$ cat src/design/bmms_pkg.sv
`timescale 1ns / 1ps

package bmms_pkg;

	// Default sizing of the column store, the coordinate counters and the queue.
	localparam int MAX_COLUMNS_DEF = 4096;
	localparam int COORD_BITS_DEF = 12;
	localparam int QUEUE_DEPTH_DEF = 2;

	// Fixed widths of the port fields.
	localparam int PIXEL_BITS = 8;
	localparam int SPAN_BITS = 12;
	localparam int CFG_BITS = 13;
	localparam int CFG_INDEX_BITS = 2;

	// Register indexes of the configuration port.
	localparam logic [CFG_INDEX_BITS-1:0] REG_FRAME_COLUMNS = 2'd0;
	localparam logic [CFG_INDEX_BITS-1:0] REG_FRAME_ROWS = 2'd1;

	// Register values after reset.
	localparam logic [CFG_BITS-1:0] FRAME_COLUMNS_RST = 13'd640;
	localparam logic [CFG_BITS-1:0] FRAME_ROWS_RST = 13'd480;

	// Classification of one pixel, passed from the front to the back.
	typedef struct packed {
		logic pix_set;
		logic row_start;
		logic frame_end;
	} bmms_flags_t;

	localparam int FLAGS_BITS = $bits(bmms_flags_t);

endpackage

$ cat src/design/bmms_front.sv
`timescale 1ns / 1ps

module bmms_front import bmms_pkg::*; #(
	parameter int MAX_COLUMNS = MAX_COLUMNS_DEF,
	parameter int COORD_BITS = COORD_BITS_DEF
) (
	input  logic                      clk,
	input  logic                      arst_n,
	input  logic                      cfg_valid,
	output logic                      cfg_ready,
	input  logic [CFG_INDEX_BITS-1:0] cfg_index,
	input  logic [CFG_BITS-1:0]       cfg_data,
	input  logic                      pixel_valid,
	output logic                      pixel_ready,
	input  logic [PIXEL_BITS-1:0]     pixel_value,
	input  logic                      init_done,
	input  logic                      queue_ready,
	output logic                      push,
	output bmms_flags_t               push_flags,
	output logic [COORD_BITS-1:0]     push_col,
	output logic [COORD_BITS-1:0]     push_row
);

	localparam int CW = ((COORD_BITS > CFG_BITS) ? COORD_BITS : CFG_BITS) + 1;
	localparam int COORD_LIMIT = 1 << COORD_BITS;
	localparam int COL_LIMIT = (MAX_COLUMNS < COORD_LIMIT) ? MAX_COLUMNS : COORD_LIMIT;

	logic [CFG_BITS-1:0]   frame_columns_q;
	logic [CFG_BITS-1:0]   frame_rows_q;
	logic [COORD_BITS-1:0] col_q;
	logic [COORD_BITS-1:0] row_q;
	logic [CW-1:0]         cols_raw;
	logic [CW-1:0]         rows_raw;
	logic [CW-1:0]         cols_use;
	logic [CW-1:0]         rows_use;
	logic                  row_end;
	logic                  frame_end;

	assign cfg_ready = 1'b1;
	assign pixel_ready = queue_ready && init_done;
	assign push = pixel_valid && pixel_ready;

	// Frame geometry in use: zero acts as one, large values saturate.
	always_comb begin
		cols_raw = CW'(frame_columns_q);
		rows_raw = CW'(frame_rows_q);
		cols_use = cols_raw;
		rows_use = rows_raw;
		if (cols_raw == '0) begin
			cols_use = CW'(1);
		end else if (cols_raw > CW'(COL_LIMIT)) begin
			cols_use = CW'(COL_LIMIT);
		end
		if (rows_raw == '0) begin
			rows_use = CW'(1);
		end else if (rows_raw > CW'(COORD_LIMIT)) begin
			rows_use = CW'(COORD_LIMIT);
		end
	end

	// A row ends on or past the last column; the frame ends when that
	// happens on or past the last row.
	assign row_end = (CW'(col_q) + CW'(1)) >= cols_use;
	assign frame_end = row_end && ((CW'(row_q) + CW'(1)) >= rows_use);

	assign push_flags.pix_set = (pixel_value != '0);
	assign push_flags.row_start = (col_q == '0);
	assign push_flags.frame_end = frame_end;
	assign push_col = col_q;
	assign push_row = row_q;

	// Configuration registers and raster position.
	always_ff @(posedge clk or negedge arst_n) begin
		if (!arst_n) begin
			frame_columns_q <= FRAME_COLUMNS_RST;
			frame_rows_q <= FRAME_ROWS_RST;
			col_q <= '0;
			row_q <= '0;
		end else begin
			if (cfg_valid) begin
				case (cfg_index)
					REG_FRAME_COLUMNS: begin
						frame_columns_q <= cfg_data;
					end
					REG_FRAME_ROWS: begin
						frame_rows_q <= cfg_data;
					end
					default: begin
					end
				endcase
			end
			if (push) begin
				if (row_end) begin
					col_q <= '0;
					row_q <= frame_end ? '0 : row_q + COORD_BITS'(1);
				end else begin
					col_q <= col_q + COORD_BITS'(1);
				end
			end
		end
	end

endmodule

$ cat config.mk
export PLATFORM = sky130hd
export DESIGN_NAME = bmms_front
export DESIGN_NICKNAME = d
export VERILOG_FILES = /design/src/design/bmms_pkg.sv /design/src/design/bmms_front.sv
export SDC_FILE = /design/constraint.sdc
export NUM_CORES = 1
export LEC_CHECK = 0
export ABC_AREA = 1
export BUFFER_PORTS_ARGS = -buffer_cell sky130_fd_sc_hd__buf_2
export CELL_PAD_IN_SITES_DETAIL_PLACEMENT = 1
export CELL_PAD_IN_SITES_GLOBAL_PLACEMENT = 1
export CORE_ASPECT_RATIO = 1.1
export CORE_MARGIN = 1
export CORE_UTILIZATION = 41
export DETAILED_ROUTE_END_ITERATION = 8
export PLACE_DENSITY_LB_ADDON = 0.1
export SLEW_MARGIN = 20
export SYNTH_ARGS = -nofsm -noshare
export SYNTH_HDL_FRONTEND = slang
export SYNTH_SLANG_ARGS = --single-unit
export TNS_END_PERCENT = 20
$ cat constraint.sdc
create_clock -name clk -period 3 [get_ports clk]
set_input_delay 0.45 -clock clk [delete_from_list [all_inputs] [get_ports clk]]
set_output_delay 0.45 -clock clk [all_outputs]
set_load 0.05 [all_outputs]
# After elaboration in Yosys (flattened, before gate mapping)
# Index checks and enable logic that the tools add are counted.
[classes]
n_eq_ne = 1
div = 0
shifts = 0
addsub = 4
n_reduce_logical = 11
bitwise = 0
mux = 6
n_lt_le_gt_ge = 4
mul = 0
[op_table]
columns = ["operator", "n"]
rows = [
  ["$mux W13", 3],
  ["$ge A13 B14 Y1", 2],
  ["$add A12 B1 Y13 const B", 2],
  ["$gt A13 B13 Y1 const B", 2],
  ["$logic_not A13 Y1", 2],
  ["$add A12 B1 Y12 const B", 2],
  ["$mux W12", 2],
  ["$mux W14", 1],
  ["$logic_not A12 Y1", 1],
  ["$reduce_bool A8 Y1", 1],
  ["$reduce_and A2 Y1", 3],
  ["$logic_and A1 B1 Y1", 3],
  ["$eq A2 B1 Y1 const B", 1],
  ["$logic_not A2 Y1", 1],
]
[totals]
ram_bits = 0
output_inout_bits = 30
regBits = 50
latchBits = 0
memories = 0
word_cells = 30
input_bits = 29
mem_bits_ro = 0

# Longest topological paths before layout
[depth]
ltp_word = 6
ltp_mapped = 19

# Worst setup path before layout
# OpenSTA, ideal clock, no wires.
[synth_timing]
path_type = "register -> output"
from = "register col_q[0] (netlist: push_col[0])"
to = "output port push_flags[0] in the netlist's numbering"
t_arrival_ns = 2.640
setup_slack_ns = -0.090
required_ns = 2.550
path_stages_with_launch = 17
path_buffers = 2
cell_sequence = "dfrtp_1 -> inv_1 -> nor3_4 -> nand3_1 -> xor2_1 -> inv_2 -> ha_1 -> nand2_1 -> nor2_1 -> nand2_1 -> nand3_1 -> nand2_1 -> nand3_4 -> buf_4 -> o21ai_0 -> inv_1 -> buf_4"
[synth_between]
elab_chain_cells = 3
[synth_lines]
columns = ["element", "line_no", "text"]
rows = [
  ["from (decl)", "bmms_front.sv:30", "logic [COORD_BITS-1:0] col_q;"],
  ["from (signal assigned)", "bmms_front.sv:97", "col_q <= col_q + COORD_BITS'(1);"],
  ["$add A12 B1 Y13", "bmms_front.sv:63", "assign row_end = (CW'(col_q) + CW'(1)) >= cols_use;"],
  ["$ge A13 B14 Y1", "bmms_front.sv:63", ""],
  ["$logic_and A1 B1 Y1", "bmms_front.sv:64", "assign frame_end = row_end && ((CW'(row_q) + CW'(1)) >= rows_use);"],
  ["to (decl)", "bmms_front.sv:19", "output bmms_flags_t push_flags,"],
]
# No other way between the ends.

==> load_flow_metrics.sql <==
INSERT INTO impl_metrics (metric_group, metric, value, unit) VALUES
('run_status', 'run_status', 'finished, violations left', ''),
('run_status', 'failed_checks', 'negative setup slack', ''),
('power_and_ir_drop', 'vdd.ir_drop.worst', '0.256', 'mV'),
('cells_and_area', 'share_of_cells_above_drive_strength_1', '28.9', '%'),
('global_route', 'overflow', '0', ''),
('detailed_routing', 'drt.antenna.violating_nets', '0', ''),
('cells_and_area', 'n_antenna_cell', '0', ''),
('placement', 'placement.cell_area', '0.00385', 'mm2'),
('critical_path', 'crit_path_start', 'frame_rows_q[7]', ''),
('cells_and_area', 'post_layout_nonfiller_instances', '637', ''),
('power_and_ir_drop', 'power_density', '745', 'mW/mm2'),
('sta', 'tightest_slew', '0.816', 'ns'),
('synth', 'netlist_instances', '458', ''),
('clocking', 'insertion_delay', '0.31', 'ns'),
('critical_path', 'required_time_at_the_worst_slack_endpoint', '2.55', 'ns'),
('sta', 'final_hold_viol_count', '0', ''),
('cells_and_area', 'finalCoreUtilization', '53.6', '%'),
('run', 'maxCapViolations', '0', ''),
('floorplan', 'design.core.area', '0.00804', 'mm2'),
('floorplan', 'die_height', '98.1', 'um'),
('global_route', 'groute.usage.overall', '22.9', '%'),
('floorplan', 'initial_utilization', '42.8', '%'),
('clocking', 'clk_transition_reported_paths', '0.10', 'ns'),
('global_route', 'initial_antenna_violation_count', '0', ''),
('critical_path', 'max_stage_delay', '0.39', 'ns'),
('sta', 'setup-violations-final', '1', ''),
('placement', 'post-place-ws', '0.0255', 'ns'),
('synth', 'synth_largest_area_cell', 'dfrtp_1', ''),
('sta', 'timing.clock.skew', '0.00847', 'ns'),
('synth', 'synth_largest_type_area_fraction', '32.0', '%'),
('global_route', 'number_of_global_route_vias_before_repair', '3233', ''),
('sta', 'worst_hold_slack', '0.115', 'ns'),
('synth', 'synth_edf_count', '0', ''),
('clocking', 'count_of_hold_fix_buffers_inserted_at_cts', '0', ''),
('worst_hold_path', 'min_delay_path_class', 'in -> async', ''),
('placement', 'post_detail_place_hpwl', '6980', 'um'),
('clocking', 'cts-htree-levels', '2', ''),
('floorplan', 'fp-row-count', '34', ''),
('clocking', 'tritoncts', 'yes', ''),
('critical_path', 'path_max_fanout', '6', ''),
('clocking', 'ctsLongestPathBuffers', '2', ''),
('synth', 'synth_sequential_area_ratio', '36.6', '%'),
('placement', 'io_buffers', '57', ''),
('synth', 'synth_seq_cells', '50', ''),
('synth', 'synthesis.yosys.warnings', '0', ''),
('synth', 'synth.cell_area', '0.00344', 'mm2'),
('clocking', 'tritoncts_num_sinks', '50', ''),
('sta', 'maxSlewHeadroom', '45.4', '%'),
('detailed_routing', 'route.detailed.vias_per_inst', '4.96', ''),
('sta', 'timing.setup.tns', '-0.124', 'ns'),
('detailed_routing', 'detail_route.iter0.violations', '52', ''),
('detailed_routing', 'num_vias', '3161', ''),
('sta', 'timing.final.ws_setup', '-0.124', 'ns'),
('global_route', 'grt_first_pass_wirelength', '15500', 'um'),
('critical_path', 'critPathBufInv', '4', ''),
('critical_path', 'reg2regPathDepth', '17', ''),
('floorplan', 'boundaryPins', '59', ''),
('cells_and_area', 'finish.instance_area', '0.00431', 'mm2'),
('detailed_routing', 'detail_route.wl_per_cell', '14.5', 'um'),
('synth', 'post_synthesis_async_set_or_reset_flop_share', '100', '%'),
('sta', 'period_needed', '3.12', 'ns'),
('detailed_routing', 'detail_route.wirelength', '9250', 'um'),
('floorplan', 'die_area', '0.00877', 'mm2'),
('critical_path', 'worst_r2r_startpoint', 'frame_columns_q[4]', ''),
('detailed_routing', 'route.detailed.drc', '0', ''),
('power_and_ir_drop', 'total_power_consumption', '3.21', 'mW'),
('synth', 'postSynthNetCount', '516', ''),
('placement', 'placed_cells', '618', ''),
('critical_path', 'depth_of_the_critical_timing_path_with_buffers_and_inverters_included', '16', ''),
('synth', 'synth.area.top_cells', 'dfrtp_1 (32%), nand2_1 (16%), ha_1 (11%)', ''),
('critical_path', 'endpoint_kind', 'output port', '');
## cell usage in the layout, fill, tap and decap left out, types with 4 or more instances in the layout
master	count
nand2_2	15
inv_1	55
nand4_1	15
a21oi_1	6
o21ai_1	13
buf_2	56
dfrtp_1	42
o21ai_0	30
nand2_4	7
ha_4	6
inv_2	5
dfstp_2	6
xor2_1	10
clkbuf_8	6
nor4_1	4
nor2_1	18
ha_1	22
nor2_4	9
nor2_2	7
nand2_1	138
buf_4	15
nor3_1	4
nand3_1	9
## synthesized netlist by cell type, types with 2 or more instances
library cell  instances
a21oi_1               6
buf_2                 3
buf_4                 4
clkbuf_1              5
clkinv_1              2
dfrtp_1              44
dfstp_2               6
ha_1                 29
inv_1                56
inv_2                 4
nand2_1             150
nand2_2               8
nand3_1              10
nand4_1              15
nor2_1               24
nor2_2                2
nor2_4                8
nor3_1                5
nor4_1                6
o21ai_0              32
o21ai_1              12
xnor2_1               3
xor2_1               10
xor2_2                2
## cell families after synthesis
family,Yosys count,synth area share [%]
AND/OR/NAND/NOR,237,32.1
other,1,0.109
buffers and inverters,75,8.94
XOR/XNOR,15,4.25
flip-flops,50,36.6
AO/OA/AOI/OAI,51,7.45
adder cells (fa/ha/maj),29,10.5
## final timing paths
path / end / slack (ns)
max: push_flags[0] / -0.12
min: push_col[1] / 0.12
max reg2reg: push_col[0] / 0.32
min reg2reg: frame_columns_q[7] / 0.51
max in group asynchronous: push_row[1] / 2.16
min in group clk: frame_rows_q[5] / 0.39
## worst reg2reg max path: cells and delay by family, from the launching register on
kind,cells,cell delay [ns]
AO/OA/AOI/OAI,1,0.07
AND/OR/NAND/NOR,13,1.42
flip-flops,1,0.40
buffers and inverters,2,0.37
adder cells (fa/ha/maj),1,0.30
## final cells by class
type	count	area [um2]
repair buffers	75	447
clock buffers	6	82.6
flip-flops and latches	50	1260
inverters	62	233
multi-input cells	334	2090
well taps	108	135
clock inverters	2	60.1
fillers	1011	3730
## repair_timing
item	in CTS	in global routing
gates resized for setup	29	19
gates cloned	1	0
endpoints found under the setup margin	1	25
setup buffers	8	2
pin swaps	17	17
## registers in the layout, summed over array words and instances, names as in the netlist
name	cells
frame_rows_q	13
push_row	12
push_col	12
frame_columns_q	13
## where the power goes
part / leakage (nW) / switching [mW] / total (mW) / internal (mW)
clock: 0.0714 / 0.241 / 0.597 / 0.356
sequential: 0.632 / 0.148 / 0.969 / 0.822
combinational: 1.57 / 1.11 / 1.64 / 0.534
total: 2.27 / 1.50 / 3.21 / 1.71
## metal layers
layer,part of all wire [%],track usage [%],wire [um]
met1,46,30.3,4280
met4,0.67,4.27,62
met2,50,39.5,4660
met5,0,0,0
met3,2.7,3.30,249
(Power assumes the default switching activity.)
