$ cat config.mk
export PLATFORM = sky130hd
export DESIGN_NAME = bmms_fifo
export DESIGN_NICKNAME = d
export VERILOG_FILES = /design/src/design/bmms_pkg.sv /design/src/design/bmms_fifo.sv
export SDC_FILE = /design/constraint.sdc
export NUM_CORES = 1
export LEC_CHECK = 0
export ABC_AREA = 1
export CORE_MARGIN = 2
export CORE_UTILIZATION = 50
export DETAILED_ROUTE_END_ITERATION = 10
export DONT_BUFFER_PORTS = 1
export GPL_TIMING_DRIVEN = 0
export PLACE_DENSITY = 0.71
export SYNTH_ARGS = -nofsm -noshare
export SYNTH_HDL_FRONTEND = slang
export SYNTH_SLANG_ARGS = --single-unit
export TNS_END_PERCENT = 30
$ cat constraint.sdc
create_clock -name clk -period 1.3 [get_ports clk]
set_clock_uncertainty 0.05 [all_clocks]
set_input_delay 0.065 -clock clk [delete_from_list [all_inputs] [get_ports clk]]
set_output_delay 0.065 -clock clk [all_outputs]
set_load 0.01 [all_outputs]
$ cat src/design/bmms_pkg.sv
`timescale 1ns / 1ps

package bmms_pkg;

	// Default sizing of the column store, the coordinate counters and the queue.
	localparam int MAX_COLUMNS_DEF = 4096;
	localparam int COORD_BITS_DEF = 12;
	localparam int QUEUE_DEPTH_DEF = 2;

	// Fixed widths of the port fields.
	localparam int PIXEL_BITS = 8;
	localparam int SPAN_BITS = 12;
	localparam int CFG_BITS = 13;
	localparam int CFG_INDEX_BITS = 2;

	// Register indexes of the configuration port.
	localparam logic [CFG_INDEX_BITS-1:0] REG_FRAME_COLUMNS = 2'd0;
	localparam logic [CFG_INDEX_BITS-1:0] REG_FRAME_ROWS = 2'd1;

	// Register values after reset.
	localparam logic [CFG_BITS-1:0] FRAME_COLUMNS_RST = 13'd640;
	localparam logic [CFG_BITS-1:0] FRAME_ROWS_RST = 13'd480;

	// Classification of one pixel, passed from the front to the back.
	typedef struct packed {
		logic pix_set;
		logic row_start;
		logic frame_end;
	} bmms_flags_t;

	localparam int FLAGS_BITS = $bits(bmms_flags_t);

endpackage

$ cat src/design/bmms_fifo.sv
`timescale 1ns / 1ps

module bmms_fifo import bmms_pkg::*; #(
	parameter int WIDTH = 8,
	parameter int DEPTH = QUEUE_DEPTH_DEF
) (
	input  logic             clk,
	input  logic             arst_n,
	input  logic             push,
	input  logic [WIDTH-1:0] push_data,
	output logic             push_ready,
	input  logic             pop,
	output logic             pop_valid,
	output logic [WIDTH-1:0] pop_data
);

	localparam int PW = (DEPTH > 1) ? $clog2(DEPTH) : 1;
	localparam int CNTW = $clog2(DEPTH + 1);
	localparam logic [PW-1:0] LAST_PTR = PW'(DEPTH - 1);

	logic [WIDTH-1:0] slot_q [DEPTH];
	logic [PW-1:0]    wr_ptr_q;
	logic [PW-1:0]    rd_ptr_q;
	logic [CNTW-1:0]  count_q;

	assign push_ready = (count_q != CNTW'(DEPTH));
	assign pop_valid = (count_q != '0);
	assign pop_data = slot_q[rd_ptr_q];

	// Pointers and fill count.
	always_ff @(posedge clk or negedge arst_n) begin
		if (!arst_n) begin
			wr_ptr_q <= '0;
			rd_ptr_q <= '0;
			count_q <= '0;
		end else begin
			if (push) begin
				wr_ptr_q <= (wr_ptr_q == LAST_PTR) ? '0 : wr_ptr_q + PW'(1);
			end
			if (pop) begin
				rd_ptr_q <= (rd_ptr_q == LAST_PTR) ? '0 : rd_ptr_q + PW'(1);
			end
			if (push && !pop) begin
				count_q <= count_q + CNTW'(1);
			end else if (pop && !push) begin
				count_q <= count_q - CNTW'(1);
			end
		end
	end

	// Queue storage.
	always_ff @(posedge clk) begin
		if (push) begin
			slot_q[wr_ptr_q] <= push_data;
		end
	end

endmodule

======== Word-level counts from Yosys, hierarchy flattened ========
Memories as Yosys holds them, arrays and structs flattened.
Index checks and enable logic that the tools add are counted.
cells by class
  reductions and logical operators ........ 6
  equality and inequality tests ........... 1
  add/sub/neg operators ................... 4
  muxes and demuxes ....................... 6
operators with widths
  cell                                                                 count
  1-bit two-way mux                                                    4
  2-bit two-way mux                                                    2
  2-bit nonzero test                                                   2
  1-bit adder (second input constant)                                  2
  2-bit by 1-bit adder with 2-bit output (second input constant)       1
  1-bit logical AND                                                    2
  1-bit zero test                                                      2
  2-bit inequality test (second input constant)                        1
  2-bit by 1-bit subtractor with 2-bit output (second input constant)  1
storage, ports and cells
  memory bits (writable) .................. 16
  register bits after elaboration ......... 4
  logic and storage cells ................. 21
  input port bits ......................... 12
  memories ................................ 1
memory list
  name    words  width  read ports  clocked after Yosys merged registers in  write ports  line             RTL
  slot_q  2      8      1           0                                        1            bmms_fifo.sv:21  logic [WIDTH-1:0] slot_q [DEPTH];

======== Depth between registers and ports, before layout ========
Gate-level depths: netlist (run 1).
  depth in word-level cells ............... 4
  gate-level depth with buffers ........... 7
  gate-level depth less buffers ........... 7

======== Least setup slack after synthesis (run 1) ========
OpenSTA, ideal clock, no wires.
  path kind ............................... flip-flop to flip-flop
  start ................................... register wr_ptr_q
  end ..................................... memory slot_q[0][0] (enable)
  stages on the path, launching flop included .. 2
  period minus slack after synthesis ...... 1.194 ns
  buffers on the path ..................... 0
  library setup time ...................... 0.370 ns
  slack ................................... 0.106 ns
  arrival time ............................ 0.774 ns
  cells stage by stage .................... dfrtp_1 nor2_1
RTL lines
  what                    line             RTL
  start, declared         bmms_fifo.sv:22  logic [PW-1:0] wr_ptr_q;
  start signal, assigned  bmms_fifo.sv:38  wr_ptr_q <= (wr_ptr_q == LAST_PTR) ? '0 : wr_ptr_q + PW'(1);
  end, declared           bmms_fifo.sv:21
Straight into the memory's write port.

======== Worst setup path in the final report (run 1) ========
  start ................................... register rd_ptr_q
  end ..................................... output pop_data[3]
between the ends
  longest elaborated chain between the ends .. 1
RTL lines
  what                    line             RTL
  start, declared         bmms_fifo.sv:23  logic [PW-1:0] rd_ptr_q;
  start signal, assigned  bmms_fifo.sv:41  rd_ptr_q <= (rd_ptr_q == LAST_PTR) ? '0 : rd_ptr_q + PW'(1);
  memory read 2 x 8 bit   n/a
  end, declared           bmms_fifo.sv:14  output logic [WIDTH-1:0] pop_data
Every way passes these cells.

==> results of run 1 <==
[what timing repair did]
item                                    4_1_cts  5_1_grt
gates resized for setup                       1        0
hold endpoints to repair                     23        0
hold buffers                                 12        0
endpoints found under the setup margin        8        1
[area by class of cell]
cell class	count	area share, %
buffer	1	1.141
clock buffer	3	2.281
multi-input combinational	22	20.53
inverter	7	2.662
tap	16	2.028
timing repair buffer	12	12.17
sequential	20	58.81
clock inverter	1	0.3802
[cells by family (layout without fill, tap and decap cells)]
| logic type | after synthesis | after routing | synth area share, % |
|---|---|---|---|
| mux | 8 | 8 | 14.68 |
| flops | 20 | 20 | 70.95 |
| buf+inv | 8 | 24 | 4.588 |
| simple gates | 10 | 10 | 5.046 |
| xor+xnor | 3 | 3 | 3.212 |
| fa+ha+maj | 1 | 1 | 1.529 |
[state kept, by name, summed over array words and instances, names as in the netlist]
name,cells
rd_ptr_q,1
wr_ptr_q,1
count_q,2
slot_q,16
[tightest hold or removal path: cells and delay by family]
family	cells	cell delay [ps]
buffers and inverters	1	30
XOR/XNOR	1	70
adder cells (fa/ha/maj)	1	150
[stage by stage]
| step | util [%] | cell area, µm² | TNS (ps) |
|---|---|---|---|
| after floorplan | - | 818.3 | 0 |
| after global placement | 55.01 | 838.3 | -739.4 |
| after detailed placement | 55.01 | 838.3 | -1052 |
| after CTS | 64.78 | 987.2 | 0 |
| after global routing | 64.78 | 987.2 | -3.456 |
| final | 64.78 | 987.2 | 0 |
[cell usage after synthesis (all sizes together)]
library cell / count / area share, %
buf: 1 / 1.4
dfrtp: 4 / 12
edfxtp: 16 / 59
ha: 1 / 1.5
inv: 7 / 3.2
mux2: 8 / 15
nand2: 7 / 3.2
nand3: 1 / 0.61
nand4: 1 / 0.77
nor2: 1 / 0.46
xnor2: 1 / 1.1
xor2: 2 / 2.1
[per-layer routing]
metal	vias to the layer above	GRT usage, %
met2	12	22.35
met3	2	3.265
met4	0	3.636
met5	-	0
met1	194	17.13
li1	202	-
[power by group]
| group | switching [mW] | internal (mW) | total, mW |
|---|---|---|---|
| registers | 0.0672 | 0.869 | 0.936 |
| clock network | 0.165 | 0.111 | 0.276 |
| logic | 0.314 | 0.297 | 0.610 |
[worst paths after layout]
path	endpoint	cells past startpoint	startpoint
worst max-delay path	pop_data[3]	2	rd_ptr_q
worst min-delay path	count_q[0]	3	pop
worst max register to register	slot_q[0][5]	1	wr_ptr_q
worst min register to register	count_q[0]	1	count_q[0]
max in group asynchronous	rd_ptr_q	2	arst_n
min in group asynchronous	count_q[0]	2	arst_n
==> impl_results.md, run 1 <==
- Clock Latency Late Sink: 280 ps
- CTS Buf Count: 3
- Crit path buf inv count: 1
- Yosys Warn Count: 0
- N_diodes: 0
- Area Growth Syn to Fin: 20.64%
- Clk buf depth: 2
- Worst setup path class: reg2out
- Multi-input gate area: 202.7 µm²
- DRT antenna net count: 0
- Met2 routed WL: 556 µm
- IO buf count: 0
- Max layer used: met4
- Status: complete, no violations
- Static leakage: 0.4123 nW
- Worst-Margin Slew: 453.4 ps
- Post-DR vias/cell: 5.000
- Die Width: 44.46 µm
- Synth unique cells: 12
- Post-DP HPWL: 723.9 µm
- Layout cells sized above 1: 19.70%
- Area of the core: 1524 µm²
- Slowest CP cell: dfrtp_1
- Hold Path Class: in2reg
- Post-Syn Instances: 50
- First-pass GRT wire length: 1849 µm
- Num rows: 14
- Setup violators final: 0
- Drt first-iter violations: 2
- Largest net degree at the start of global routing: 12
- Final worst path period share: 96.45%
- Root Buffer Master: clkbuf_4
- Final cell count without fillers: 82
- WHS: 19.85 ps
- Maximum vdd ir drop: 0.9410 mV
- Max-capacitance violation count: 0
- Grt total ovfl: 0
- GP Congestion: 0.7601
- Initial antenna violation count: 0
- Startpoint types: flip-flop
- Final Max Tran Viols: 0
- PD cells: 1847 nW/µm²
- Synthesized area: 818.3 µm²
- Critical-path cell list: buf_6 -> mux2_4
- Minimum clock period: 1254 ps
- Most common cell after layout, fill and taps aside: edfxtp_1
- Wirelength, routed: 1089 µm
- Total die area: 1976 µm²
- Mean Syn Cell Area: 16.37 µm²
- Clk sinks: 20
- RSZ-0062 raised after global routing: yes
- Yosys reg bits: 20
- Most frequent cells in the layout: edfxtp_1 (16), dlygate4sd3_1 (12), mux2_4 (8), inv_1 (7), nand2_1 (7)
- Routed wl met3: 62 µm
- Worst R2R Setup Slack: 90 ps
- CP Max Fanout: 9
- Reg area: 580.6 µm²
- F_max: 0.7975 GHz
- Share of the yosys chip area belonging to registers: 70.95%
- Critical Path RT: 1190 ps
- Clock slew at reported path FFs: 100 ps
- CTS tree: done
- WL per Instance: 13.28 µm
- GRT Overall Usage: 13.25%
- Layout filler cell count: 129
- Worst path arrival time: 1140 ps
- # nets final: 80
- Setup WS pre-CTS: -131.7 ps
- Worst stage delay on the critical path: 390 ps
- Die height: 44.46 µm
- Vias in the first global route: 428
- Top-Level Pins: 22
- Relative slew slack: 69.74%
- Drt pass-1 iters: 4
- DR vias: 410
- Total power draw: 1.823 mW
- Post-CTS setup buffers: 0
- Number of H-tree levels: 1
- Initial Util: 53.69%
- Synthesized Nets: 63
- DRC violations left: 0
- Delay-heaviest family, CP: flip-flops
- CP endpoint kind: output port
- Cells after DPL: 66
- Fin. Hold Viols: 0
- Worst Slack Setup Final: 46.16 ps
- WL met1: 464 µm
(Power assumes the default switching activity.)
==> run 2, diff against run 1 <==
PLACE_DENSITY = 0.67   (was 0.71)
==> run 2 against run 1 <==
Die area is the same. Sequential power rose by 0.6%. Worst hold slack lost 2.4 ps. Critical path depth unchanged. Non-clock buffer count did not move. Critical path type unchanged. Critical endpoint is now pop_data[5].
==> impl_results.md, run 2 (same netlist as run 1, synthesis figures left out) <==
- Status: complete, no violations
- N_diodes: 0
- Clock slew at reported path FFs: 110 ps
- Total die area: 1976 µm²
- Die Width: 44.46 µm
- CTS tree: done
- Post-route cell area: 1013 µm²
- Slowest CP cell: dfrtp_1
- # nets final: 80
- Multi-input gate area: 202.7 µm²
- Worst R2R Start: wr_ptr_q
- DRT antenna net count: 0
- Worst setup path class: reg2out
- Top flop regs: slot_q x16, count_q x2
- Grt total ovfl: 0
- Initial Util: 53.69%
- Worst path arrival time: 1160 ps
- Final cell count without fillers: 82
- First-pass GRT wire length: 1642 µm
- Initial antenna violation count: 0
- Root Buffer Master: clkbuf_4
- Cells after DPL: 66
- Number of H-tree levels: 1
- RSZ-0062 raised after global routing: yes
- Fin. Hold Viols: 0
- Fin util: 66.50%
- Wirelength, routed: 1154 µm
- DRC violations left: 0
- CP endpoint kind: output port
- Critical-path cell list: buf_6 -> mux2_4
- Static leakage: 0.4249 nW
- Reg area: 580.6 µm²
- GP Congestion: 0.6186
- Drt pass-1 iters: 4
- Post-DR vias/cell: 4.890
- WHS: 17.44 ps
- Critical Path RT: 1190 ps
- F_max: 0.7849 GHz
- Die height: 44.46 µm
- CP Max Fanout: 9
- Top-Level Pins: 22
- Startpoint types: flip-flop
- Maximum vdd ir drop: 1.125 mV
- Num rows: 14
- Area of the core: 1524 µm²
- Layout filler cell count: 113
- Layout cells sized above 1: 21.21%
- Vias in the first global route: 373
- Minimum clock period: 1274 ps
- IO buf count: 0
- TNS Setup: 0 ps
- Drt first-iter violations: 4
- Total power draw: 2.050 mW
- Worst-Margin Slew: 391.5 ps
- Relative slew slack: 73.87%
- Largest net degree at the start of global routing: 13
- Final worst path period share: 98.01%
- Setup violators final: 0
- Largest Register: slot_q
- Worst stage delay on the critical path: 390 ps
- Placed cell areas: 838.3 µm²
- DR vias: 401
- Max-capacitance violation count: 0
- Most frequent cells in the layout: edfxtp_1 (16), dlygate4sd3_1 (12), mux2_4 (8), inv_1 (7), nand2_1 (7)
- Area Growth Syn to Fin: 23.85%
- Hold Path Class: in2reg
- Clk sinks: 20
- Number of flip-flops in the largest register: 16
- PD cells: 2023 nW/µm²
- Worst Slack Setup Final: 25.91 ps
- Min-delay src: push
- CTS Buf Count: 3
- Most common cell after layout, fill and taps aside: edfxtp_1
- Clk buf depth: 2
- Clock Latency Late Sink: 290 ps
- WL per Instance: 14.07 µm
- GRT Overall Usage: 12.53%
- Critical Path Source: rd_ptr_q
- Final Max Tran Viols: 0
- Setup WS pre-CTS: -36.84 ps
==> run 2: final cells by class <==
cell class                      count  share of cell area, %
Sequential cell                    20                  57.28
Multi-Input combinational cell     22                  20.00
Timing Repair Buffer               12                  11.85
Clock inverter                      1                  2.963
Inverter                            7                  2.593
Clock buffer                        3                  2.222
Tap cell                           16                  1.975
Buffer                              1                  1.111
==> run 2: final timing paths <==
kind	to	slack, ps	depth (start not counted)
max reg2reg	slot_q[0][3]	150	1
min	slot_q[0][0]	20	2
min in group asynchronous	count_q[1]	530	2
max in group asynchronous	wr_ptr_q	510	2
min reg2reg	count_q[0]	460	1
max	pop_data[5]	30	2
==> run 2: report_power, final <==
group | switching [mW] | total, mW | internal (mW) | leakage [nW]
Clock | 0.187 | 0.499 | 0.312 | 0.0279
Combinational | 0.313 | 0.609 | 0.296 | 0.200
Sequential | 0.0727 | 0.942 | 0.869 | 0.197
==> run 2: worst max-delay path: cells and delay by family (launching register included) <==
kind / cells / cell delay [ps]
buffers and inverters: 1 / 150
DFF: 1 / 390
muxes: 1 / 320
==> run 2: routing by layer <==
layer  vias up  global-route usage, %  wire, µm
met5         -                      0         0
met4         0                  9.091         0
met3         0                  2.449        63
met2        12                  20.88       615
met1       184                  14.29       475
li1        205                      -         -
==> run 2: what timing repair did <==
action | in CTS | in global routing
setup endpoints to repair | 8 | 8
hold buffers | 12 | 0
buffers inserted | 0 | 0
pin swaps | 0 | 0
resized for setup | 1 | 0
hold endpoints to repair | 23 | 0
